$ cat config.mk
export PLATFORM = sky130hd
export DESIGN_NAME = idle_gap_frame_receiver
export DESIGN_NICKNAME = d
export VERILOG_FILES = /design/src/rtl/igfr_pkg.sv /design/src/rtl/igfr_front.sv /design/src/rtl/igfr_queue.sv /design/src/rtl/igfr_back.sv /design/src/rtl/idle_gap_frame_receiver.sv
export SDC_FILE = /design/constraint.sdc
export NUM_CORES = 1
export LEC_CHECK = 0
export BUFFER_PORTS_ARGS = -buffer_cell sky130_fd_sc_hd__buf_2
export CAP_MARGIN = 15
export CORE_MARGIN = 2
export CORE_UTILIZATION = 30
export DETAILED_ROUTE_END_ITERATION = 8
export SLEW_MARGIN = 30
export SYNTH_ARGS = -nofsm -noshare
export SYNTH_HDL_FRONTEND = slang
export SYNTH_SLANG_ARGS = --single-unit
$ cat constraint.sdc
create_clock -name clk -period 5 [get_ports clk]
set_input_delay 1.25 -clock clk [delete_from_list [all_inputs] [get_ports clk]]
set_output_delay 1.25 -clock clk [all_outputs]
set_load 0.03 [all_outputs]
$ cat src/rtl/igfr_pkg.sv
package igfr_pkg;

	localparam int BUFFER_DEPTH = 32;
	localparam int ADDR_W       = (BUFFER_DEPTH > 1) ? $clog2(BUFFER_DEPTH) : 1;
	localparam int CNT_W        = $clog2(BUFFER_DEPTH + 1);
	localparam int FLEN_W       = 6;
	localparam int QUEUE_DEPTH  = 2;
	localparam int QPTR_W       = 1;

	localparam logic [7:0] IDLE_RESET = 8'd30;
	localparam logic [7:0] IDLE_MAX   = 8'd255;

	localparam logic [1:0] CMD_BYTE = 2'd0;
	localparam logic [1:0] CMD_TICK = 2'd1;
	localparam logic [1:0] CMD_READ = 2'd2;

	localparam logic RES_NOTICE = 1'b0;
	localparam logic RES_DATA   = 1'b1;

	typedef struct packed {
		logic [1:0] cmd;
		logic [7:0] rx_byte;
		logic [7:0] tick_ms;
		logic [7:0] read_limit;
	} item_t;

	typedef struct packed {
		logic              kind;
		logic [7:0]        data;
		logic [FLEN_W-1:0] frame_length;
		logic              last;
	} res_t;

	typedef enum logic [1:0] {
		OP_BYTE,
		OP_TICK,
		OP_READ
	} op_kind_t;

	typedef struct packed {
		op_kind_t   kind;
		logic [7:0] arg;
	} op_t;

	typedef enum logic {
		B_IDLE,
		B_READ
	} back_state_t;

endpackage

$ cat src/rtl/igfr_front.sv
module igfr_front (
	input  logic           clk,
	input  logic           arst_n,
	input  logic           item_valid,
	output logic           item_stall,
	input  igfr_pkg::item_t item,
	output logic           op_valid,
	input  logic           op_ready,
	output igfr_pkg::op_t  op
);
	import igfr_pkg::*;

	logic op_valid_s1;
	op_t  op_s1;
	logic accept;
	logic keep;
	op_t  decoded;

	assign item_stall = op_valid_s1 && !op_ready;
	assign accept     = item_valid && !item_stall;

	always_comb begin
		keep    = 1'b1;
		decoded = '{kind: OP_BYTE, arg: item.rx_byte};
		unique case (item.cmd)
			CMD_BYTE: decoded = '{kind: OP_BYTE, arg: item.rx_byte};
			CMD_TICK: decoded = '{kind: OP_TICK, arg: item.tick_ms};
			CMD_READ: decoded = '{kind: OP_READ, arg: item.read_limit};
			default:  keep    = 1'b0;
		endcase
	end

	// drop the unused command here, it never reaches the queue
	always_ff @(posedge clk or negedge arst_n) begin
		if (!arst_n) begin
			op_valid_s1 <= 1'b0;
		end else if (accept) begin
			op_valid_s1 <= keep;
		end else if (op_ready) begin
			op_valid_s1 <= 1'b0;
		end
	end

	always_ff @(posedge clk) begin
		if (accept && keep) begin
			op_s1 <= decoded;
		end
	end

	assign op_valid = op_valid_s1;
	assign op       = op_s1;

endmodule

$ cat src/rtl/igfr_queue.sv
module igfr_queue (
	input  logic          clk,
	input  logic          arst_n,
	input  logic          push,
	output logic          ready,
	input  igfr_pkg::op_t push_op,
	output logic          valid,
	input  logic          pop,
	output igfr_pkg::op_t pop_op
);
	import igfr_pkg::*;

	op_t               slot_q [QUEUE_DEPTH];
	logic [QPTR_W-1:0] wr_ptr_q;
	logic [QPTR_W-1:0] rd_ptr_q;
	logic [QPTR_W:0]   fill_q;
	logic              do_push;
	logic              do_pop;

	assign ready   = fill_q != (QPTR_W + 1)'(QUEUE_DEPTH);
	assign valid   = fill_q != '0;
	assign do_push = push && ready;
	assign do_pop  = pop && valid;
	assign pop_op  = slot_q[rd_ptr_q];

	always_ff @(posedge clk or negedge arst_n) begin
		if (!arst_n) begin
			wr_ptr_q <= '0;
			rd_ptr_q <= '0;
			fill_q   <= '0;
		end else begin
			if (do_push) begin
				wr_ptr_q <= wr_ptr_q + QPTR_W'(1);
			end
			if (do_pop) begin
				rd_ptr_q <= rd_ptr_q + QPTR_W'(1);
			end
			if (do_push && !do_pop) begin
				fill_q <= fill_q + (QPTR_W + 1)'(1);
			end else if (!do_push && do_pop) begin
				fill_q <= fill_q - (QPTR_W + 1)'(1);
			end
		end
	end

	always_ff @(posedge clk) begin
		if (do_push) begin
			slot_q[wr_ptr_q] <= push_op;
		end
	end

endmodule

$ cat src/rtl/igfr_back.sv
module igfr_back (
	input  logic           clk,
	input  logic           arst_n,
	input  logic           op_valid,
	output logic           op_pop,
	input  igfr_pkg::op_t  op,
	input  logic           idle_limit_we,
	input  logic [7:0]     idle_limit_wdata,
	output logic           res_valid,
	input  logic           res_stall,
	output igfr_pkg::res_t res
);
	import igfr_pkg::*;

	logic [7:0]       store_q [BUFFER_DEPTH];
	logic [CNT_W-1:0] count_q;
	logic [CNT_W-1:0] snap_q;
	logic [7:0]       idle_q;
	logic [7:0]       limit_q;
	back_state_t      state_q;
	back_state_t      state_d;
	logic [CNT_W-1:0] rd_len_q;
	logic [CNT_W-1:0] rd_idx_q;
	logic             rd_valid_s1;
	logic [7:0]       rd_data_s1;
	logic             rd_last_s1;
	logic             res_valid_q;
	res_t             res_q;

	logic             out_free;
	logic [8:0]       tick_sum;
	logic [7:0]       tick_sat;
	logic             tick_emit;
	logic [CNT_W-1:0] read_len;
	logic             issue;
	logic             move;
	logic             read_done;
	logic             load_notice;

	assign out_free = !res_valid_q || !res_stall;
	assign tick_sum = {1'b0, idle_q} + {1'b0, op.arg};
	assign tick_sat = tick_sum[8] ? IDLE_MAX : tick_sum[7:0];
	assign tick_emit = (count_q != '0) && (snap_q == count_q) && (idle_q < limit_q)
		&& (tick_sat >= limit_q);
	assign read_len = (op.arg < 8'(count_q)) ? CNT_W'(op.arg) : count_q;

	always_comb begin
		state_d = state_q;
		unique case (state_q)
			B_IDLE: if (op_pop && op.kind == OP_READ && read_len != '0) state_d = B_READ;
			B_READ: if (read_done) state_d = B_IDLE;
			default: state_d = B_IDLE;
		endcase
	end

	always_comb begin
		op_pop      = 1'b0;
		issue       = 1'b0;
		move        = 1'b0;
		read_done   = 1'b0;
		load_notice = 1'b0;
		unique case (state_q)
			B_IDLE: begin
				if (op_valid) begin
					// a tick may need the output register, so wait for it
					op_pop      = (op.kind == OP_TICK) ? out_free : 1'b1;
					load_notice = op_pop && op.kind == OP_TICK && tick_emit;
				end
			end
			B_READ: begin
				move      = rd_valid_s1 && out_free;
				issue     = (rd_idx_q != rd_len_q) && (!rd_valid_s1 || out_free);
				read_done = (rd_idx_q == rd_len_q) && (!rd_valid_s1 || move);
			end
			default: ;
		endcase
	end

	always_ff @(posedge clk or negedge arst_n) begin
		if (!arst_n) begin
			state_q     <= B_IDLE;
			count_q     <= '0;
			snap_q      <= '0;
			idle_q      <= '0;
			limit_q     <= IDLE_RESET;
			rd_len_q    <= '0;
			rd_idx_q    <= '0;
			rd_valid_s1 <= 1'b0;
			res_valid_q <= 1'b0;
		end else begin
			state_q <= state_d;
			if (idle_limit_we) begin
				limit_q <= idle_limit_wdata;
			end
			if (op_pop) begin
				case (op.kind)
					OP_BYTE: begin
						if (count_q < CNT_W'(BUFFER_DEPTH)) begin
							count_q <= count_q + CNT_W'(1);
						end
					end
					OP_TICK: begin
						if (count_q == '0) begin
							snap_q <= '0;
						end else if (snap_q != count_q) begin
							snap_q <= count_q;
							idle_q <= '0;
						end else if (idle_q < limit_q) begin
							idle_q <= tick_sat;
						end
					end
					OP_READ: begin
						count_q  <= '0;
						rd_len_q <= read_len;
						rd_idx_q <= '0;
					end
					default: ;
				endcase
			end
			if (issue) begin
				rd_idx_q <= rd_idx_q + CNT_W'(1);
			end
			if (issue) begin
				rd_valid_s1 <= 1'b1;
			end else if (move) begin
				rd_valid_s1 <= 1'b0;
			end
			if (load_notice || move) begin
				res_valid_q <= 1'b1;
			end else if (!res_stall) begin
				res_valid_q <= 1'b0;
			end
		end
	end

	always_ff @(posedge clk) begin
		if (op_pop && op.kind == OP_BYTE && count_q < CNT_W'(BUFFER_DEPTH)) begin
			store_q[count_q[ADDR_W-1:0]] <= op.arg;
		end
		if (issue) begin
			rd_data_s1 <= store_q[rd_idx_q[ADDR_W-1:0]];
			rd_last_s1 <= (rd_idx_q + CNT_W'(1)) == rd_len_q;
		end
		if (load_notice) begin
			res_q <= '{kind: RES_NOTICE, data: 8'd0,
				frame_length: FLEN_W'(count_q), last: 1'b1};
		end else if (move) begin
			res_q <= '{kind: RES_DATA, data: rd_data_s1,
				frame_length: '0, last: rd_last_s1};
		end
	end

	assign res_valid = res_valid_q;
	assign res       = res_q;

	a_read_empties: assert property (@(posedge clk) disable iff (!arst_n)
		state_q == B_READ |-> count_q == '0)
		else $error("store not emptied during read-out");

	a_idx_bound: assert property (@(posedge clk) disable iff (!arst_n)
		rd_idx_q <= rd_len_q)
		else $error("read index ran past read length");

	a_s1_in_read: assert property (@(posedge clk) disable iff (!arst_n)
		rd_valid_s1 |-> state_q == B_READ)
		else $error("read data stage occupied outside read-out");

	a_notice_limit: assert property (@(posedge clk) disable iff (!arst_n)
		load_notice && !idle_limit_we |=> idle_q >= limit_q)
		else $error("notice issued below idle limit");

	a_no_overwrite: assert property (@(posedge clk) disable iff (!arst_n)
		res_valid_q && res_stall |-> !(load_notice || move))
		else $error("output register overwritten while stalled");

endmodule

$ cat src/rtl/idle_gap_frame_receiver.sv
// channel  | valid      | stall      | payload
// ---------+------------+------------+-----------------------------
// item     | item_valid | item_stall | item  (cmd, rx_byte, tick_ms, read_limit)
// res      | res_valid  | res_stall  | res   (kind, data, frame_length, last)
// config   | idle_limit_we (no stall)  | idle_limit_wdata
//
// Byte and tick beats are taken one per cycle while item_stall is low; a decode stage
// and a two-entry queue sit before the store; a notice is offered from the output register.
// A read is popped from the queue, primes the registered read port, then streams
// one byte per cycle unless res stalls, via the read port and output registers.
// Reset clears counts, idle timer and limit (to 30); store contents stay undefined.
// A stall on res holds the output register and, once the queue fills, item_stall.
module idle_gap_frame_receiver (
	input  logic           clk,
	input  logic           arst_n,
	input  logic           item_valid,
	output logic           item_stall,
	input  igfr_pkg::item_t item,
	output logic           res_valid,
	input  logic           res_stall,
	output igfr_pkg::res_t res,
	input  logic           idle_limit_we,
	input  logic [7:0]     idle_limit_wdata
);
	import igfr_pkg::*;

	logic f_valid;
	logic q_ready;
	op_t  f_op;
	logic q_valid;
	logic q_pop;
	op_t  q_op;

	igfr_front u_front (
		.clk        (clk),
		.arst_n     (arst_n),
		.item_valid (item_valid),
		.item_stall (item_stall),
		.item       (item),
		.op_valid   (f_valid),
		.op_ready   (q_ready),
		.op         (f_op)
	);

	igfr_queue u_queue (
		.clk     (clk),
		.arst_n  (arst_n),
		.push    (f_valid),
		.ready   (q_ready),
		.push_op (f_op),
		.valid   (q_valid),
		.pop     (q_pop),
		.pop_op  (q_op)
	);

	igfr_back u_back (
		.clk              (clk),
		.arst_n           (arst_n),
		.op_valid         (q_valid),
		.op_pop           (q_pop),
		.op               (q_op),
		.idle_limit_we    (idle_limit_we),
		.idle_limit_wdata (idle_limit_wdata),
		.res_valid        (res_valid),
		.res_stall        (res_stall),
		.res              (res)
	);

endmodule

# == Word level (Yosys, flattened, before mapping) ==
# Memory sizes are Yosys's and may differ from the RTL's. A register that Yosys moved wholly into a read port is not among the register bits.
# Cells that the tools add are included.
# W data, S select, Z words.
# totals
output_inout_bits,18
ramBits,276
regBits,75
n_memories,2
inputBits,39
# op_classes
order_cmp,4
n_mux,38
reduce_logical,51
n_addsub,7
n_bitwise,2
eq_ne,12
# memory_table
name,words,word_bits,read_ports,rd_clocked_by_memory_dff,write_ports,line_no,text
u_back.store_q,32,8,1,1,1,igfr_back.sv:15,logic [7:0] store_q [BUFFER_DEPTH];
u_queue.slot_q,2,10,1,0,1,igfr_queue.sv:13,op_t slot_q [QUEUE_DEPTH];
# ops
cell,n
$mux W6,7
$mux W8,3
$mux W1,21
$pmux W10 S2,1
$reduce_bool A2 Y1,10
$logic_and A1 B1 Y1,19
$eq A6 B6 Y1,3
$mux W7,2
$add A6 B1 Y6 const B,2
$ne A6 B6 Y1,2
$pmux W6 S2,1
$reduce_bool A6 Y1,2
$add A8 B8 Y9,1
$ge A8 B8 Y1,1
$lt A8 B6 Y1,1
$lt A8 B8 Y1,1
$logic_not A1 Y1,7
$logic_not A6 Y1,1
$lt A6 B6 Y1 const B,1
$reduce_and A3 Y1,2
$eq A2 B1 Y1 const B,2
$eq A2 B2 Y1 const B,2
$logic_not A2 Y1,2
$logic_or A1 B1 Y1,4
other kinds (11),16

# == Longest topological paths before layout ==
# Gate-level depths: netlist of run 1.
# An unclocked memory read counts as a cell.
# depth
ltp_word,10
mapped_depth,16
mapped_depth_nobuf,14

# == Hierarchy ==
# Synthesis of run 1 repeated with hierarchy kept, for this count alone.
# hier_totals
cells_unflattened,906
hier_area_um2,15483.6
# modules_own_cells
mod,seq_area_each_um2,n_inst,area_each_um2,cells_per_inst
igfr_back,9419.0,1,13973.4,808
igfr_queue,700.7,1,932.1,49
igfr_front,325.3,1,578.1,49

# == Least setup slack after synthesis of run 1 ==
# OpenSTA, ideal clock, no wires.
# synth_timing
path_kind,register -> register
startpoint,register u_queue.rd_ptr_q
endpoint,"register u_back.res_q (netlist bit u_back.res[1]), enable pin"
t_arrival_ps,3959
period_less_slack_ps,4289
setup_slack_ps,711
path_stages_with_launch,15
required_time_ps,4670
path_cell_list,dfrtp_1 buf_2 mux2i_1 inv_1 ha_1 fa_1 nand3_1 a31o_2 a211oi_1 nand2b_1 ha_1 a2111oi_0 o21ai_0 a31oi_1 o21ai_0
# synth_lines
item,line_no,text
"start, declared",igfr_queue.sv:15,logic [QPTR_W-1:0] rd_ptr_q;
"start signal, assigned",igfr_queue.sv:36,rd_ptr_q <= rd_ptr_q + QPTR_W'(1);
"end signal, assigned",igfr_back.sv:145,"res_q <= '{kind: RES_NOTICE, data: 8'd0,"
"end signal, assigned",igfr_back.sv:148,"res_q <= '{kind: RES_DATA, data: rd_data_s1,"
"end, declared",igfr_back.sv:28,res_t res_q;

==> results of run 1 <==
[worst min-delay path by stage]
stage                   from                    to  cells after the start
2_1_floorplan  u_front.op[0]  u_queue.slot_q[0][0]                      0
3_3_place_gp   u_front.op[8]  u_queue.slot_q[0][8]                      0
3_5_place_dp   u_front.op[8]  u_queue.slot_q[0][8]                      0
4_1_cts        u_front.op[8]  u_queue.slot_q[0][8]                      0
5_1_grt        u_front.op[8]  u_queue.slot_q[0][8]                      0
6_report       u_front.op[1]  u_queue.slot_q[0][1]                      0
[cell usage in the layout, fill, tap and decap left out, types with 14 or more instances in the layout]
master,instances
o21ai_0,27
inv_1,25
nand2_1,46
buf_4,14
ha_1,39
dfrtp_1,42
edfxtp_1,301
nor2_1,71
clkbuf_16,39
buf_2,56
mux4_2,72
xnor2_1,22
mux2_2,16
nand3_1,17
mux2i_1,29
[cells by family after synthesis]
logic type      after synthesis  share of synthesized area
flops                       359                      0.679
simple gates                185                     0.0576
mux                         118                      0.137
compound gates              113                     0.0559
buf+inv                      70                     0.0218
fa+ha+maj                    40                     0.0330
xor+xnor                     29                     0.0165
[area by class of cell]
type,count,area share
Clock inverter,19,0.0143
Timing Repair Buffer,71,0.0229
Inverter,28,0.00593
Multi-Input combinational cell,485,0.260
Sequential cell,359,0.590
Tap cell,680,0.0480
Clock buffer,49,0.0584
[per-stage QoR]
| step | power, mW | hold WS, ns | instances |
|---|---|---|---|
| final | 10.2 | 0.462 | 1691 |
| after global routing | 10.8 | 0.477 | 1691 |
| after CTS | 10.3 | 0.474 | 1690 |
| after detailed placement | 7.41 | 0.453 | 1622 |
| after global placement | 7.35 | 0.441 | 1622 |
| after floorplan | 6.49 | 0.421 | 914 |
[power groups by stage]
stage / Combinational, mW / Sequential (mW) / Clock (mW)
CTS: 3.12 / 4.23 / 2.96
finish: 3.16 / 4.17 / 2.90
global route: 3.46 / 4.22 / 3.09
floorplan: 2.37 / 4.12 / 0
detailed placement: 3.11 / 4.30 / 0
global placement: 3.06 / 4.29 / 0
[per-layer routing]
layer	vias up	global-route usage
met5	-	0
li1	3746	-
met1	4127	0.164
met2	174	0.202
met3	42	0.0199
met4	0	0.0367
[critical path: cells and delay by family (launching register included)]
family | cells | cell delay, ns
compound gates | 6 | 1.54
fa+ha+maj | 3 | 0.99
flops | 1 | 0.69
simple gates | 2 | 0.48
mux | 1 | 0.43
buf+inv | 1 | 0.11
[flip-flops by register name, summed over array words and instances (netlist names), 6 cells and up]
name and count:
u_back.store_q 256, u_queue.slot_q 20, u_back.res 16, u_front.op 10, u_back.idle_q 8, u_back.limit_q 8
u_back.rd_data_s1 8, u_back.count_q 6, u_back.rd_idx_q 6, u_back.rd_len_q 6, u_back.snap_q 6
==> impl_metrics.csv, run 1 <==
group,metric,value,unit
die,fp-row-count,83,
cells_and_area,seqCellArea,0.0105,mm2
sta,worstMarginPinSlew,0.932,ns
cells_and_area,antenna_cells,0,
drt,wl,32.0,mm
yosys,yosysWarnings,0,
yosys,ys_ff_latch,359,
setup_path,reg2reg_to,"u_back.res[6]",
sta,finalCriticalPeriod,4.62,ns
drt,ant_nets,0,
die,dieArea,0.0531,mm2
setup_path,arrival,4.78,ns
power,combinationalPowerShare,0.309,
setup_path,crit_fanout,15,
clock_network,clock_path_buffers,3,
cells_and_area,finish.net_count,1061,
sta,setup_ws,0.377,ns
setup_path,cpPeakStageDelay,0.69,ns
drt,via_per_inst,4.78,
drt,routedWlPerCell,18.9,um
setup_path,end_kind,"flip-flop",
sta,timing.slew.headroom,0.376,
power,ir_drop,0.248,mV
sta,fin_crit_sh,0.925,
clock_network,postCtsSetupBuffers,0,
placed_design,dp_hpwl,20.9,mm
placed_design,gp_congestion,0.776,
setup_path,required,5.16,ns
power,p_seq_frac,0.407,
sta,finalHoldViolCount,0,
die,start_util,0.302,
drt,drtIter0Drc,661,
sta,grt_setup_unrepaired,"no",
yosys,yosysTopAreaCellShare,0.587,
placed_design,io_buffers,56,
sta,fmax,0.216,GHz
cells_and_area,multi_input_area,0.00461,mm2
die,io_pins,57,
power,p_clk_frac,0.284,
power,p_sw_frac,0.322,
clock_network,post_cts_resized,0,
yosys,async_flop_share,0.134,
power,p_switching,3.29,mW
setup_path,rrSetupSlack,0.38,ns
global_routing,overflow,0,
yosys,netlist_top_cells_area,"edfxtp_1 59%, mux4_2 11%, dfrtp_1 7.2%, ha_1 3.2%, mux2i_1 1.9%",
die,coreArea,0.0510,mm2
die,die_h,231,um
setup_path,crit_end,"u_back.res[6]",
setup_path,path_cells,"mux2i_1 > inv_1 > ha_1 > fa_1 > nand3_1 > a31o_2 > a211oi_1 > or2_2 > ha_1 > a31oi_1 > o21ai_0 > a31oi_1 > o21ai_0",
sta,finClkSkew,0.0173,ns
power,internal_power,6.94,mW
yosys,avgSynthCellArea,16.8,um2
worst_hold_path,hold_class,"reg2reg",
global_routing,grt_pass1_wl,49.6,mm
sta,fin_tns_setup,0,ns
power,power_leakage,6.08,nW
placed_design,dp_slack,0.432,ns
clock_network,clock-sinks,359,
cells_and_area,area_growth,15.1,%
cells_and_area,fillers,4760,
sta,final-setup-viol-count,0,
global_routing,grt.total_usage,0.122,
setup_path,crit_start,"u_queue.rd_ptr_q",
run,cap_violations,0,
global_routing,grt_pass1_vias,8206,
drt,dr.pass1.iters,5,
die,dieWidth,231,um
drt,vias,8089,
placed_design,place_area,0.0164,mm2
clock_network,cts_buffers,37,
clock_network,clk_latency,0.53,ns
clock_network,clk_pin_slew,0.06,ns
yosys,ys_types,73,
setup_path,worstSetupPathType,"reg2reg",
setup_path,slowest_stage,"dfrtp_1",
setup_path,rr_worst_depth,13,
clock_network,cts_tree,"yes",
sta,slew_viol_final,0,
clock_network,cts-root-buf,"clkbuf_16",
cells_and_area,final_area,0.0177,mm2
setup_path,r2r-start,"u_queue.rd_ptr_q",
status,status,"finished, final reports clean",
drt,highest_layer,"met4",
drt,dr_wl_met2,15.8,mm
drt,wl_met1,14.3,mm
global_routing,antenna_found_initial,0,
yosys,synth_common_cells,"301 x edfxtp_1, 72 x mux4_2, 71 x nor2_1",
yosys,synth_most_common_cell,"edfxtp_1",
yosys,synth_area_leader_cell,"edfxtp_1",
yosys,netlist_area,0.0154,mm2
drt,drc_errors,0,
yosys,syn-instance-count,914,
clock_network,cts-hold-fix-buffers,0,
global_routing,grt_max_degree,49,
drt,routed-wl-met3,1.28,mm
yosys,ys.flop_type,"edfxtp_1",
yosys,synth_edf_count,301,
cells_and_area,drive_above_1_share,0.244,
yosys,synth_seq_area_share,0.679,
setup_path,start_kind,"flip-flop",
yosys,syn_nets,993,
cells_and_area,fin_util,0.347,
clock_network,ctsHtreeMaxLevel,2,
power,power_density,578,mW/mm2
No activity file was read; power rests on OpenSTA's default activity.
==> run 2: changes to the inputs <==
Settings changed: SYNTH_HIERARCHICAL from default to 1.
==> run 2 against run 1 <==
Against the previous run: clock skew increased by 0.0024 ns; worst setup slack improved by 0.40 ns; flip-flop and latch count did not move; critical endpoint is now u_back/res[1]; synthesized cell count down 0.88%; largest cell class unchanged; highest routed layer unchanged.
==> impl_metrics.csv, run 2 <==
group,metric,value,unit
drt,ant_nets,0,
sta,slew_viol_final,0,
cells_and_area,fillers,4797,
yosys,ys.flop_type,"edfxtp_1",
run,cap_violations,0,
global_routing,grt_busiest_layer,"met2",
sta,final-setup-viol-count,0,
die,die_h,231,um
setup_path,start_kind,"flip-flop",
global_routing,grt_pass1_wl,50.4,mm
cells_and_area,antenna_cells,0,
drt,wl,32.7,mm
die,start_util,0.302,
yosys,synth_edf_count,301,
global_routing,grt.total_usage,0.124,
power,ir_drop,0.285,mV
sta,fin_crit_sh,0.846,
clock_network,cts_buffers,38,
die,dieWidth,231,um
clock_network,cts-hold-fix-buffers,0,
setup_path,required,5.28,ns
power,power_leakage,6.16,nW
cells_and_area,largest_reg_flops,256,
worst_hold_path,hold_depth,0,
sta,timing.slew.headroom,0.335,
clock_network,clock_path_buffers,3,
yosys,syn_nets,985,
cells_and_area,seqCellArea,0.0105,mm2
cells_and_area,drive_above_1_share,0.221,
yosys,yosysWarnings,6,
global_routing,use_met1,0.171,
sta,finClkSkew,0.0197,ns
global_routing,grt_max_degree,49,
sta,finalCriticalPeriod,4.23,ns
cells_and_area,area_growth,13.9,%
yosys,avgSynthCellArea,17.1,um2
drt,routedWlPerCell,19.4,um
sta,hold_ws,0.444,ns
global_routing,grtUsageMet3,0.0239,
sta,finalHoldViolCount,0,
cells_and_area,final_cell_mix,"301 x edfxtp_1, 72 x nor2_1, 59 x mux4_2",
die,coreArea,0.0512,mm2
die,io_pins,57,
placed_design,dp_hpwl,21.1,mm
yosys,ys_types,65,
yosys,yosysTopAreaCellShare,0.584,
clock_network,ctsHtreeMaxLevel,2,
setup_path,crit_fanout,17,
setup_path,arrival,4.51,ns
global_routing,antenna_found_initial,0,
setup_path,rr_worst_depth,14,
drt,via_per_inst,4.80,
drt,drtIter0Drc,620,
cells_and_area,layout_commonest_cell,"edfxtp_1",
yosys,syn-instance-count,906,
yosys,synth_most_common_cell,"edfxtp_1",
clock_network,cts_tree,"yes",
global_routing,overflow,0,
status,status,"finished, final reports clean",
die,dieArea,0.0534,mm2
setup_path,worstSetupPathType,"reg2reg",
drt,vias,8082,
cells_and_area,multi_input_area,0.00460,mm2
setup_path,end_kind,"flip-flop",
sta,grt_setup_unrepaired,"no",
drt,drc_errors,0,
die,fp-row-count,83,
sta,fmax,0.237,GHz
yosys,synth_area_leader_cell,"edfxtp_1",
yosys,ys_ff_latch,359,
worst_hold_path,hold_class,"reg2reg",
yosys,async_flop_share,0.134,
cells_and_area,finish.net_count,1054,
clock_network,clock-sinks,359,
yosys,synth_common_cells,"301 x edfxtp_1, 72 x nor2_1, 59 x mux4_2",
global_routing,grt_pass1_vias,8373,
yosys,netlist_top_cells_area,"edfxtp_1 58%, mux4_2 8.6%, dfrtp_1 7.1%, ha_1 3.2%, mux4_1 2.2%",
yosys,netlist_area,0.0155,mm2
placed_design,io_buffers,56,
sta,fin_tns_setup,0,ns
global_routing,grtUsageMet2,0.200,
clock_network,cts-root-buf,"clkbuf_16",
clock_network,clk_latency,0.54,ns
clock_network,postCtsSetupBuffers,0,
clock_network,clk_pin_slew,0.06,ns
clock_network,post_cts_resized,0,
drt,dr.pass1.iters,5,
sta,worstMarginPinSlew,0.997,ns
yosys,synth_seq_area_share,0.675,
power,power_density,585,mW/mm2
placed_design,gp_congestion,0.766,
==> run 2: changes by cell type after synthesis, moves of 8 or more <==
| cell | delta |
|---|---|
| a22o_1 | +10 |
| mux4_2 | -13 |
| a22oi_1 | +8 |
| mux4_1 | +13 |
| nand4_1 | -8 |
| a21oi_1 | +8 |
| nand2_1 | -12 |
| and3_1 | +8 |
==> run 2: where the power goes <==
group | internal, mW | switching, mW
Sequential | 3.90 | 0.343
Clock | 1.65 | 1.16
Combinational | 1.40 | 1.87
==> run 2: per-stage QoR <==
step / worst slack [ns] / area, um2 / instances / utilization / power [mW]
final: 0.772 / 17600 / 1684 / 0.345 / 10.3
after global routing: 0.512 / 17600 / 1684 / 0.345 / 10.9
after CTS: 0.765 / 17600 / 1684 / 0.345 / 10.4
after detailed placement: 0.785 / 16400 / 1615 / 0.320 / 7.60
after global placement: 0.818 / 16400 / 1615 / 0.320 / 7.54
after floorplan: 0.816 / 15500 / 906 / - / 6.72
==> run 2: critical path, stage by stage, from the launching register on <==
cell      delay (ns)
dfrtp_1         0.47
mux2_2          0.39
ha_1            0.24
fa_1            0.42
a21o_1          0.22
a221oi_1        0.41
a21oi_1         0.24
nor2_1          0.19
ha_1            0.25
nand2b_1        0.15
a211oi_1        0.23
o31ai_1         0.11
o2111a_1        0.25
buf_4           0.22
and2_1          0.19
==> run 2: worst paths after layout <==
kind                             startpoint                    to  slack [ns]
max reg2reg                u_queue/rd_ptr_q         u_back/res[1]        0.77
max                        u_queue/rd_ptr_q         u_back/res[1]        0.77
max in group asynchronous            arst_n    u_back/rd_idx_q[0]        3.64
min in group asynchronous            arst_n     u_back/limit_q[7]        0.84
min reg2reg                   u_front/op[7]  u_queue/slot_q[0][7]        0.44
min                           u_front/op[7]  u_queue/slot_q[0][7]        0.44
==> run 2: kinds of logic after synthesis <==
| family | count (synthesis) | share of synthesized area |
|---|---|---|
| XOR/XNOR | 25 | 0.0141 |
| AO/OA/AOI/OAI | 109 | 0.0494 |
| multiplexers | 122 | 0.142 |
| adder cells (fa/ha/maj) | 40 | 0.0328 |
| flip-flops | 359 | 0.675 |
| buffers and inverters | 67 | 0.0285 |
| AND/OR/NAND/NOR | 184 | 0.0590 |
==> run 2: layout make-up <==
type | instances | area share
clock buffer | 48 | 0.0572
clock inverter | 21 | 0.0134
inverter | 24 | 0.00511
multi-input combinational | 480 | 0.261
sequential | 359 | 0.592
tap | 680 | 0.0482
timing repair buffer | 72 | 0.0227
==> run 2: per-layer routing <==
metal	up-vias	routed length, um
met4	0	610
met3	48	1860
met1	4125	14800
met5	-	0
met2	211	15500
li1	3698	-
==> run 3: changes to the inputs <==
Settings changed: ABC_AREA from default to 1.
Clock period 5 ns to 3.89 ns, I/O delays scaled along.
==> run 3 against run 2 <==
Against the previous run: sequential share of layout area is 1.7 points lower; die area increased by 0.66%; worst setup slack lost 0.54 ns; sequential power increased by 29%; synthesized cell count up 52%; first-iteration DRC count up 14%.
==> impl_metrics.csv, run 3 <==
group,metric,value,unit
run,cap_violations,0,
yosys,netlist_top_cells_area,"edfxtp_1 58%, dfrtp_1 7.1%, nand2_1 6.8%, o21ai_0 4.8%, nor2_1 4.0%",
yosys,synth_common_cells,"301 x edfxtp_1, 281 x nand2_1, 168 x nor2_1",
die,fp-row-count,83,
clock_network,cts_buffers,39,
die,coreArea,0.0513,mm2
setup_path,arrival,3.91,ns
yosys,synth-xor-area-share,0.0123,
cells_and_area,largest_reg_flops,256,
drt,wl,37.2,mm
sta,finClkSkew,0.0147,ns
setup_path,rr_worst_depth,19,
clock_network,clock_path_buffers,3,
drt,via_per_inst,4.76,
yosys,synth_area_leader_cell,"edfxtp_1",
power,p_seq_frac,0.383,
yosys,synth_most_common_cell,"edfxtp_1",
die,die_h,232,um
setup_path,path_cells,"buf_4 > nand2_1 > nand2_1 > ha_1 > a21oi_1 > nor3_1 > a211oi_1 > nand2_2 > nor2_2 > inv_1 > ha_1 > a21o_1 > a31oi_1 > o21ai_0 > a21oi_1 > buf_4 > nor2_8 > inv_6 > nand2_4",
setup_path,rrSetupSlack,0.23,ns
global_routing,grt.total_usage,0.138,
sta,timing.slew.headroom,0.427,
setup_path,critical-path-top-delay-family,"compound AO/OA/AOI/OAI gates",
cells_and_area,final_area,0.0182,mm2
yosys,yosysTopAreaCellShare,0.580,
sta,final-setup-viol-count,0,
cells_and_area,fin_util,0.354,
yosys,synthMuxAreaShare,0.0116,
sta,fmax,0.274,GHz
die,dieArea,0.0538,mm2
clock_network,clock-sinks,359,
sta,fin_crit_sh,0.940,
yosys,ys_types,51,
yosys,synth_top_family_by_area,"simple AND/OR/NAND/NOR gates",
setup_path,start_kind,"flip-flop",
placed_design,io_buffers,56,
sta,hold_ws,0.445,ns
power,internal_power,8.73,mW
drt,dr.pass1.iters,5,
cells_and_area,fillers,5083,
cells_and_area,finish.net_count,1554,
cells_and_area,layout_commonest_cell,"edfxtp_1",
setup_path,end_kind,"flip-flop",
yosys,syn-instance-count,1374,
worst_hold_path,hold_class,"in2async",
setup_path,crit_end,"u_back/res[4]",
sta,worstMarginPinSlew,0.860,ns
placed_design,gp_congestion,0.827,
global_routing,grt_max_degree,98,
clock_network,ctsHtreeMaxLevel,2,
setup_path,worstSetupPathType,"reg2reg",
die,dieWidth,232,um
drt,routedWlPerCell,17.0,um
setup_path,reg2reg_to,"u_back/res[4]",
power,power_density,785,mW/mm2
global_routing,antenna_found_initial,0,
global_routing,grt_pass1_wl,58.1,mm
setup_path,slowest_stage,"dfrtp_2",
cells_and_area,final_cell_mix,"301 x edfxtp_1, 278 x nand2_1, 165 x nor2_1",
yosys,syn_nets,1453,
cells_and_area,area_growth,16.5,%
setup_path,cp.buffers_inverters,4,
yosys,ys.flop_type,"edfxtp_1",
sta,fin_tns_setup,0,ns
power,p_clk_frac,0.241,
power,power_leakage,6.95,nW
yosys,synth_edf_count,301,
clock_network,clk_latency,0.53,ns
setup_path,path_depth,19,
setup_path,required,4.15,ns
cells_and_area,antenna_cells,0,
yosys,synth-compound-area-share,0.103,
setup_path,cpPeakStageDelay,0.44,ns
placed_design,place_area,0.0169,mm2
drt,drtIter0Drc,704,
status,status,"finished, final reports clean",
sta,finalCriticalPeriod,3.66,ns
die,start_util,0.304,
sta,slew_viol_final,0,
sta,grt_setup_unrepaired,"no",
clock_network,cts_tree,"yes",
yosys,netlist_area,0.0156,mm2
drt,drc_errors,0,
setup_path,crit_fanout,9,
clock_network,cts-root-buf,"clkbuf_16",
setup_path,r2r-start,"u_queue/rd_ptr_q",
yosys,synthSimpleGateAreaFrac,0.133,
yosys,ys_ff_latch,359,
yosys,avgSynthCellArea,11.3,um2
drt,vias,10393,
power,p_switching,5.53,mW
power,p_sw_frac,0.388,
setup_path,crit_start,"u_queue/rd_ptr_q",
drt,ant_nets,0,
power,combinationalPowerShare,0.376,
yosys,synth-adder-area-share,0.0326,
yosys,yosysWarnings,6,
power,total_power,14.3,mW
power,ir_drop,0.432,mV
yosys,synth_seq_area_share,0.670,
clock_network,clk_pin_slew,0.06,ns
placed_design,dp_hpwl,23.7,mm
yosys,async_flop_share,0.134,
sta,finalHoldViolCount,0,
cells_and_area,drive_above_1_share,0.151,
die,io_pins,57,
global_routing,grt_pass1_vias,10217,
global_routing,overflow,0,
run 3: cell types whose count changed in the layout (fill, tap and decap cells not counted), moves of 13 or more:
cell | before | now
a21oi_1 | 14 | 51
mux4_1 | 13 | 0
buf_4 | 16 | 60
o22ai_1 | 0 | 56
mux2i_1 | 33 | 18
nor2_1 | 72 | 165
a22oi_1 | 16 | 0
inv_1 | 24 | 59
nand2_1 | 34 | 278
mux4_2 | 59 | 0
mux2_2 | 17 | 0
o21ai_0 | 26 | 150
run 3: cell type report:
cell class | instances | area, um2 | area share
Clock buffer | 47 | 1050 | 0.0577
Clock inverter | 24 | 140 | 0.00772
Inverter | 73 | 287 | 0.0158
Multi-Input combinational cell | 883 | 4600 | 0.253
Sequential cell | 359 | 10500 | 0.575
Tap cell | 680 | 851 | 0.0468
Timing Repair Buffer | 119 | 791 | 0.0435
run 3: power by group through the flow:
stage / clock [mW] / sequential [mW] / combinational (mW)
after floorplan: 0 / 5.51 / 3.51
after global placement: 0 / 5.53 / 5.16
after detailed placement: 0 / 5.55 / 5.27
after CTS: 3.51 / 5.47 / 5.29
after global routing: 3.65 / 5.52 / 5.97
final: 3.44 / 5.46 / 5.37
run 3: routing by layer:
layer,wire [um],track usage,vias up
met2,17600,0.229,245
met4,1280,0.0569,0
li1,-,-,5026
met1,16700,0.182,5057
met3,1610,0.0182,65
met5,0,0,-
run 3: worst register-to-register path, delay by kind of cell, from the launching register on:
family | cells | cell delay [ns]
compound gates | 6 | 1.08
simple gates | 7 | 0.75
fa+ha+maj | 2 | 0.65
flops | 1 | 0.44
buf+inv | 4 | 0.47
run 3: cell families (layout without fill, tap and decap cells):
kind of cell / count (synthesis) / count (layout)
AOI/OAI and AO/OA: 294 / 294
xor gates and xnor gates: 21 / 21
adders and majority gates: 40 / 40
buffers and inverters: 132 / 263
DFF: 359 / 359
muxes: 18 / 18
and+or+nand+nor: 510 / 510
run 3: timing repair:
| action | CTS | global route |
|---|---|---|
| endpoints found under the setup margin | 6 | 14 |
| hold buffers | 0 | 0 |
| gates resized for setup | 2 | 9 |
| setup buffers | 0 | 3 |
| pin swaps | 0 | 1 |
run 3: per-stage QoR:
stage	worst slack (ns)	instances
floorplan	0.0452	1374
global placement	0.0875	2111
detailed placement	-0.0853	2111
CTS	0.0606	2182
global route	0.0420	2185
finish	0.234	2185
run 3: how the worst min path moves through the flow:
stage                       start                    to  slack [ns]  cells after the start
finish                     arst_n      u_back/snap_q[3]        0.45                      1
global route        u_front/op[9]  u_queue/slot_q[0][9]        0.47                      0
CTS                        arst_n      u_back/snap_q[3]        0.45                      1
detailed placement  u_front/op[1]  u_queue/slot_q[1][1]        0.44                      0
global placement    u_front/op[3]  u_queue/slot_q[0][3]        0.43                      0
floorplan           u_front/op[0]  u_queue/slot_q[0][0]        0.42                      0
